===== config.mk =====
export PLATFORM = sky130hd
export DESIGN_NAME = named_wake_timer_table_unit
export DESIGN_NICKNAME = d
export VERILOG_FILES = /design/src/sv/nwt_pkg.sv /design/src/sv/named_wake_timer_table_unit.sv /design/src/sv/nwt_ctrl.sv /design/src/sv/nwt_dp.sv
export SDC_FILE = /design/constraint.sdc
export NUM_CORES = 2
export LEC_CHECK = 0
export BUFFER_PORTS_ARGS = -buffer_cell sky130_fd_sc_hd__buf_2
export CORE_MARGIN = 1.5
export CORE_UTILIZATION = 50
export DETAILED_ROUTE_END_ITERATION = 10
export GPL_ROUTABILITY_DRIVEN = 0
export PLACE_DENSITY = 0.66
export SETUP_SLACK_MARGIN = 0.15
export SLEW_MARGIN = 20
export SYNTH_ARGS = -nofsm -noshare
export SYNTH_HDL_FRONTEND = slang
export SYNTH_SLANG_ARGS = --single-unit

===== constraint.sdc =====
create_clock -name clk -period 21.5 [get_ports clk]
set_input_delay 3.225 -clock clk [delete_from_list [all_inputs] [get_ports clk]]
set_output_delay 3.225 -clock clk [all_outputs]
set_load 0.01 [all_outputs]

===== src/sv/nwt_pkg.sv =====
`timescale 1ns / 1ps
`default_nettype none
package nwt_pkg;

    localparam int ENTRIES_DEFAULT = 16;

    localparam logic OP_SET     = 1'b0;
    localparam logic OP_COMPUTE = 1'b1;

    localparam logic [1:0] STATUS_OK   = 2'd0;
    localparam logic [1:0] STATUS_FULL = 2'd1;
    localparam logic [1:0] STATUS_NEG  = 2'd2;

    localparam logic signed [31:0] MIN_INIT   = 32'sd10000;
    localparam logic signed [31:0] MIN_ALARM  = 32'sd2;
    localparam logic signed [31:0] STALE_DIFF = -32'sd5;

    typedef enum logic [1:0] {
        ST_IDLE,
        ST_SCAN,
        ST_DRAIN,
        ST_FINISH
    } state_t;

    typedef struct packed {
        logic load;
        logic issue;
        logic finish;
    } dp_cmd_t;

    typedef struct packed {
        logic last;
    } dp_status_t;

endpackage
`default_nettype wire


===== src/sv/named_wake_timer_table_unit.sv =====
`timescale 1ns / 1ps
`default_nettype none
// Named wake timer table. An item is taken when start is high and busy is low; its
// result appears on alarm_time/status for exactly one cycle with done high, once the
// scan, drain and finish states are through, and a new item may be started in that
// same cycle. Each item walks the whole table one entry per cycle through the key/expiry
// memory read port, so the block takes no new item until the last one is done. There is
// no back-pressure: the receiver must take the result in the cycle done is high.
module named_wake_timer_table_unit #(
    parameter int ENTRIES = nwt_pkg::ENTRIES_DEFAULT
) (
    input  wire logic               clk,
    input  wire logic               rst_n,
    input  wire logic               start,
    output logic                    busy,
    input  wire logic               opcode,
    input  wire logic [63:0]        name_key,
    input  wire logic signed [31:0] delay_seconds,
    input  wire logic [31:0]        current_time,
    output logic                    done,
    output logic [31:0]             alarm_time,
    output logic [1:0]              status
);
    import nwt_pkg::*;

    dp_cmd_t    dp_cmd;
    dp_status_t dp_status;

    nwt_ctrl u_ctrl (
        .clk       (clk),
        .rst_n     (rst_n),
        .start     (start),
        .busy      (busy),
        .dp_status (dp_status),
        .dp_cmd    (dp_cmd)
    );

    nwt_dp #(
        .ENTRIES (ENTRIES)
    ) u_dp (
        .clk           (clk),
        .rst_n         (rst_n),
        .dp_cmd        (dp_cmd),
        .dp_status     (dp_status),
        .opcode        (opcode),
        .name_key      (name_key),
        .delay_seconds (delay_seconds),
        .current_time  (current_time),
        .done          (done),
        .alarm_time    (alarm_time),
        .status        (status)
    );

endmodule
`default_nettype wire


===== src/sv/nwt_ctrl.sv =====
`timescale 1ns / 1ps
`default_nettype none
module nwt_ctrl (
    input  wire logic               clk,
    input  wire logic               rst_n,
    input  wire logic               start,
    output logic                    busy,
    input  wire nwt_pkg::dp_status_t dp_status,
    output nwt_pkg::dp_cmd_t        dp_cmd
);
    import nwt_pkg::*;

    state_t state_reg;
    state_t state_next;

    always_ff @(posedge clk or negedge rst_n)
    begin
        if (!rst_n)
        begin
            state_reg <= ST_IDLE;
        end
        else
        begin
            state_reg <= state_next;
        end
    end

    always_comb
    begin
        state_next = state_reg;
        dp_cmd     = '0;
        busy       = 1'b1;
        unique case (state_reg)
            ST_IDLE:
            begin
                busy = 1'b0;
                if (start)
                begin
                    dp_cmd.load = 1'b1;
                    state_next  = ST_SCAN;
                end
            end
            ST_SCAN:
            begin
                dp_cmd.issue = 1'b1;
                if (dp_status.last)
                begin
                    state_next = ST_DRAIN;
                end
            end
            ST_DRAIN:
            begin
                state_next = ST_FINISH;
            end
            ST_FINISH:
            begin
                dp_cmd.finish = 1'b1;
                state_next    = ST_IDLE;
            end
            default:
            begin
                state_next = ST_IDLE;
            end
        endcase
    end

endmodule
`default_nettype wire


===== src/sv/nwt_dp.sv =====
`timescale 1ns / 1ps
`default_nettype none
module nwt_dp #(
    parameter int ENTRIES = nwt_pkg::ENTRIES_DEFAULT
) (
    input  wire logic                clk,
    input  wire logic                rst_n,
    input  wire nwt_pkg::dp_cmd_t    dp_cmd,
    output nwt_pkg::dp_status_t      dp_status,
    input  wire logic                opcode,
    input  wire logic [63:0]         name_key,
    input  wire logic signed [31:0]  delay_seconds,
    input  wire logic [31:0]         current_time,
    output logic                     done,
    output logic [31:0]              alarm_time,
    output logic [1:0]               status
);
    import nwt_pkg::*;

    localparam int IDX_W = (ENTRIES > 1) ? $clog2(ENTRIES) : 1;

    logic [63:0]        key_mem [ENTRIES];
    logic [31:0]        exp_mem [ENTRIES];
    logic [ENTRIES-1:0] valid_reg;

    logic               opcode_reg;
    logic [63:0]        key_reg;
    logic signed [31:0] delay_reg;
    logic [31:0]        now_reg;

    logic [IDX_W-1:0]   cnt_reg;
    logic [IDX_W-1:0]   proc_idx_reg;
    logic               proc_vld_reg;
    logic [63:0]        key_rd_reg;
    logic [31:0]        exp_rd_reg;

    logic               found_reg;
    logic [IDX_W-1:0]   found_idx_reg;
    logic               free_found_reg;
    logic [IDX_W-1:0]   free_idx_reg;
    logic signed [31:0] min_reg;

    logic               done_reg;
    logic [31:0]        alarm_reg;
    logic [1:0]         status_reg;

    logic               ent_valid;
    logic signed [31:0] diff;
    logic               stale;
    logic               set_pos;
    logic               set_zero;
    logic               set_neg;
    logic               key_we;
    logic               exp_we;
    logic [IDX_W-1:0]   wr_idx;
    logic [31:0]        alarm_next;
    logic [1:0]         status_next;

    assign dp_status.last = (cnt_reg == IDX_W'(ENTRIES - 1));

    assign ent_valid = valid_reg[proc_idx_reg];
    assign diff      = signed'(exp_rd_reg - now_reg);
    assign stale     = (diff <= STALE_DIFF);

    assign set_neg  = delay_reg[31];
    assign set_zero = (delay_reg == 32'sd0);
    assign set_pos  = !set_neg && !set_zero;

    always_comb
    begin
        key_we      = 1'b0;
        exp_we      = 1'b0;
        wr_idx      = found_idx_reg;
        alarm_next  = 32'd0;
        status_next = STATUS_OK;
        if (opcode_reg == OP_COMPUTE)
        begin
            if (min_reg < MIN_ALARM)
            begin
                alarm_next = now_reg + unsigned'(MIN_ALARM);
            end
            else
            begin
                alarm_next = now_reg + unsigned'(min_reg);
            end
        end
        else if (set_neg)
        begin
            status_next = STATUS_NEG;
        end
        else if (set_pos)
        begin
            if (found_reg)
            begin
                exp_we = dp_cmd.finish;
            end
            else if (free_found_reg)
            begin
                wr_idx = free_idx_reg;
                key_we = dp_cmd.finish;
                exp_we = dp_cmd.finish;
            end
            else
            begin
                status_next = STATUS_FULL;
            end
        end
    end

    always_ff @(posedge clk)
    begin
        if (key_we)
        begin
            key_mem[wr_idx] <= key_reg;
        end
        if (exp_we)
        begin
            exp_mem[wr_idx] <= now_reg + unsigned'(delay_reg);
        end
        if (dp_cmd.issue)
        begin
            key_rd_reg <= key_mem[cnt_reg];
            exp_rd_reg <= exp_mem[cnt_reg];
        end
    end

    always_ff @(posedge clk)
    begin
        if (dp_cmd.load)
        begin
            opcode_reg <= opcode;
            key_reg    <= name_key;
            delay_reg  <= delay_seconds;
            now_reg    <= current_time;
            min_reg    <= MIN_INIT;
        end
        else if (proc_vld_reg && ent_valid && !stale && diff < min_reg)
        begin
            min_reg <= diff;
        end
        if (dp_cmd.issue)
        begin
            proc_idx_reg <= cnt_reg;
        end
        if (proc_vld_reg && ent_valid && key_rd_reg == key_reg)
        begin
            found_idx_reg <= proc_idx_reg;
        end
        if (proc_vld_reg && !ent_valid && !free_found_reg)
        begin
            free_idx_reg <= proc_idx_reg;
        end
        if (dp_cmd.finish)
        begin
            alarm_reg  <= alarm_next;
            status_reg <= status_next;
        end
    end

    always_ff @(posedge clk or negedge rst_n)
    begin
        if (!rst_n)
        begin
            valid_reg      <= '0;
            cnt_reg        <= '0;
            proc_vld_reg   <= 1'b0;
            found_reg      <= 1'b0;
            free_found_reg <= 1'b0;
            done_reg       <= 1'b0;
        end
        else
        begin
            done_reg     <= dp_cmd.finish;
            proc_vld_reg <= dp_cmd.issue;
            if (dp_cmd.load)
            begin
                cnt_reg        <= '0;
                found_reg      <= 1'b0;
                free_found_reg <= 1'b0;
            end
            else if (dp_cmd.issue)
            begin
                cnt_reg <= cnt_reg + 1'b1;
            end
            if (proc_vld_reg)
            begin
                if (ent_valid && key_rd_reg == key_reg)
                begin
                    found_reg <= 1'b1;
                end
                if (!ent_valid)
                begin
                    free_found_reg <= 1'b1;
                end
                if (opcode_reg == OP_COMPUTE && ent_valid && stale)
                begin
                    valid_reg[proc_idx_reg] <= 1'b0;
                end
            end
            if (dp_cmd.finish && opcode_reg == OP_SET)
            begin
                if (set_zero && found_reg)
                begin
                    valid_reg[found_idx_reg] <= 1'b0;
                end
                else if (key_we)
                begin
                    valid_reg[wr_idx] <= 1'b1;
                end
            end
        end
    end

    assign done       = done_reg;
    assign alarm_time = alarm_reg;
    assign status     = status_reg;

endmodule
`default_nettype wire

==> results.sh <==
export IMPL_finish_utilization_pct=57.0
export IMPL_grt_pass1_vias=39780
export IMPL_dp_cells=6068
export IMPL_cp_required_ps=22240
export IMPL_postSynthAreaPerCell_um2=19.4
export IMPL_worstHoldPathCells=2
export IMPL_cts_tree="yes"
export IMPL_critPathKind="register to register"
export IMPL_core_area_um2=152000
export IMPL_slew_headroom_pct=24.4
export IMPL_worst_path_max_delay_cell="a31oi_2"
export IMPL_die_h_um=395
export IMPL_finClkSkew_ps=66.0
export IMPL_synth_compound_area_share_pct=3.84
export IMPL_hold_buffers=0
export IMPL_synth_edff_count=1807
export IMPL_ctsLongestPathBuffers=3
export IMPL_r2r_start="u_dp.now_reg[8]"
export IMPL_end_kind="register"
export IMPL_r2r_end="u_dp.min_reg[5]"
export IMPL_crit_chain="inv_1 > ha_1 > a21oi_1 > o21ai_0 > a32oi_1 > nand3b_1 > or4_1 > nand3_1 > and3_1 > buf_4 > inv_2 > ha_1 > nand4_1 > o2111ai_1 > a21oi_1 > o21ai_0 > a31oi_2 > buf_4 > nand3_1 > mux2_1 > nand3_1"
export IMPL_synth_yosys_seq_area_share_pct=72.2
export IMPL_drive_gt1_share_pct=25.1
export IMPL_largest_reg_flops=1024
export IMPL_cp_max_fo=25
export IMPL_status="complete, no violations"
export IMPL_p_sw_share_pct=31.1
export IMPL_vias=40000
export IMPL_synth_top_family_by_area="multiplexers"
export IMPL_synthCells=3967
export IMPL_timing_critical_path_from="u_dp.now_reg[8]"
export IMPL_p_int_mw=7.87
export IMPL_synth_warnings=0
export IMPL_p_leak_nw=28.0
export IMPL_cpPeakStageDelay_ps=760
export IMPL_hp_class="register to register"
export IMPL_min_period_over_period_pct=27.6
export IMPL_antenna_found_initial=7
export IMPL_ant_nets=0
export IMPL_htreeDepth=4
export IMPL_drv_slew=0
export IMPL_pwr_share_seq_pct=42.8
export IMPL_muxShareOfSynthArea_pct=14.5
export IMPL_cpMostUsedCell="nand3_1"
export IMPL_io_pins=168
export IMPL_vias_per_cell=6.24
export IMPL_clkPwrFrac_pct=29.0
export IMPL_switchingPower_mw=3.55
export IMPL_wl_um=183000
export IMPL_grt_pass1_wl_um=269000
export IMPL_synth_flop_cell="edfxtp_1"
export IMPL_synthSimpleGateAreaFrac_pct=3.84
export IMPL_fmax_mhz=169
export IMPL_drtIter0Drc=4416
export IMPL_grt_max_degree=96
export IMPL_setup_viol=0
export IMPL_synth_adder_area_share_pct=2.23
export IMPL_start_util_pct=50.5
export IMPL_post_cts_buffers=0
export IMPL_endpoint="u_dp.min_reg[5]"
export IMPL_dieArea_um2=156000
export IMPL_clock_sinks=1865
export IMPL_syn_nets=4234
export IMPL_synth_xor_area_share_pct=1.87
export IMPL_rsz0062_at_grt="false"
export IMPL_r2r_setup_slack_ps=15570
export IMPL_clk_latency_ps=840
export IMPL_hold_viol=0
export IMPL_routedWlPerCell_um=28.6
export IMPL_reg_top3="u_dp.key_mem x1024, u_dp.exp_mem x512"
export IMPL_grt_usage_pct=23.6
export IMPL_area_growth_pct=12.9
export IMPL_drc=0
export IMPL_syn_cell_area_um2=76900
export IMPL_layout_min_cycle_time_ps=5930
export IMPL_worstRegToRegCells=21
export IMPL_drv_cap=0
export IMPL_grt_overflow=0
export IMPL_drtPass1Iterations=5
export IMPL_clk_pin_slew_ps=60
export IMPL_worst_setup_path_start_kind="register"
export IMPL_power_frac_comb_pct=28.3
export IMPL_row_count=143
export IMPL_ys_seq_elements=1865
export IMPL_ctsRootBufferMaster="clkbuf_16"
export IMPL_power_density_nw_per_um2=132
export IMPL_nNetsFinal=4493
export IMPL_synthDistinctLibCells=89
export IMPL_critPathArrivalTime_ps=6660
export IMPL_die_w_um=395
export IMPL_stdcell_count=6413
export IMPL_tns_ps=0
export IMPL_async_flop_share_pct=1.39
export IMPL_dpl_hpwl_um=104000
export IMPL_cts_repair_resized=0
export IMPL_ir_drop_mv=0.0910
export IMPL_worst_slew_pin_slew_ps=1100
export IMPL_top_register="u_dp.key_mem"
export IMPL_numPortBuffers=167
export IMPL_numCtsBuffers=185
[layer usage]
metal  wire length (um)  part of all wire (%)  track usage (%)
met2              84500                    46             35.4
met3              13300                   7.3             3.90
met4               4430                   2.4             6.32
met1              81100                    44             36.1
met5                  0                     0                0
[cells in the final DEF, fill, tap and decap left out, types with 66 or more instances in the layout]
| cell type | instances |
|---|---|
| a21oi_1 | 112 |
| buf_2 | 167 |
| nor2_1 | 115 |
| o21ai_0 | 66 |
| nand2_1 | 96 |
| inv_1 | 96 |
| buf_4 | 79 |
| ha_1 | 130 |
| xnor2_1 | 128 |
| edfxtp_1 | 1807 |
| mux4_2 | 485 |
| clkbuf_16 | 186 |
| nand3_1 | 78 |
[layout make-up]
| cell class | instances | area [um^2] |
|---|---|---|
| Fill cell | 11194 | 65400 |
| Antenna cell | 1 | 2.50 |
| Inverter | 104 | 413 |
| Timing Repair Buffer | 249 | 1490 |
| Tap cell | 2030 | 2540 |
| Clock inverter | 125 | 1510 |
| Clock buffer | 218 | 4770 |
| Multi-Input combinational cell | 1821 | 20500 |
| Sequential cell | 1865 | 55600 |
[power by group through the flow]
stage | Sequential [mW] | Combinational (mW) | Clock, mW
2_1_floorplan | 4.82 | 2.36 | 0
3_3_place_gp | 4.95 | 3.18 | 0
3_5_place_dp | 4.96 | 3.20 | 0
4_1_cts | 4.89 | 3.22 | 3.36
5_1_grt | 4.92 | 3.49 | 3.50
6_report | 4.88 | 3.23 | 3.31
[kinds of logic after synthesis]
family,after synthesis
fa+ha+maj,135
buf+inv,281
flops,1865
mux,507
simple gates,579
xor+xnor,164
compound gates,436
[synth_stat cells (12+ instances only)]
cell type,number,area [um^2]
a211oi_1,26,195
a21o_1,51,383
a21oi_1,112,561
a31oi_1,31,194
and3_1,21,131
buf_1,38,143
buf_2,17,85.1
clkbuf_1,110,413
dfrtp_1,26,651
dfxtp_1,32,641
edfxtp_1,1807,54300
ha_1,132,1650
inv_1,103,387
mux2i_1,16,160
mux4_2,485,10900
nand2_1,97,364
nand2b_1,18,113
nand3_1,78,390
nand4_1,55,344
nor2_1,141,529
nor2b_1,19,119
nor3_1,53,265
nor4_1,38,238
o211ai_1,26,195
o21a_1,24,180
o21ai_0,66,330
or3_1,12,75.1
xnor2_1,136,1190
xor2_1,28,245
[metrics by stage]
step           hold WS, ps  total power [mW]  setup WS (ps)  instance area (um^2)
2_1_floorplan          423              7.17          13530                 76900
3_3_place_gp           482              8.13          15520                 80400
3_5_place_dp           495              8.16          15470                 80500
4_1_cts                520              11.5          15670                 86700
5_1_grt                559              11.9          15220                 86800
6_report               528              11.4          15570                 86800
[worst max-delay path: cells and delay by family, from the launching register on]
kind / cells / cell delay [ps]
AOI/OAI and AO/OA: 7 / 1970
adders and majority gates: 2 / 820
buffers and inverters: 4 / 960
DFF: 1 / 570
muxes: 1 / 320
and+or+nand+nor: 7 / 1170
[how the worst min path moves through the flow]
stage,slack (ps),from,endpoint
finish,530,u_dp.proc_vld_reg,u_dp.free_found_reg
global placement,480,u_dp.proc_vld_reg,u_dp.free_found_reg
floorplan,420,u_dp.cnt_reg[2],u_dp.proc_idx_reg[2]
detailed placement,500,u_dp.proc_vld_reg,u_dp.free_found_reg
CTS,520,u_dp.proc_vld_reg,u_dp.free_found_reg
global route,560,u_dp.min_reg[19],u_dp.min_reg[19]
Power figures use the tool's default switching activity.
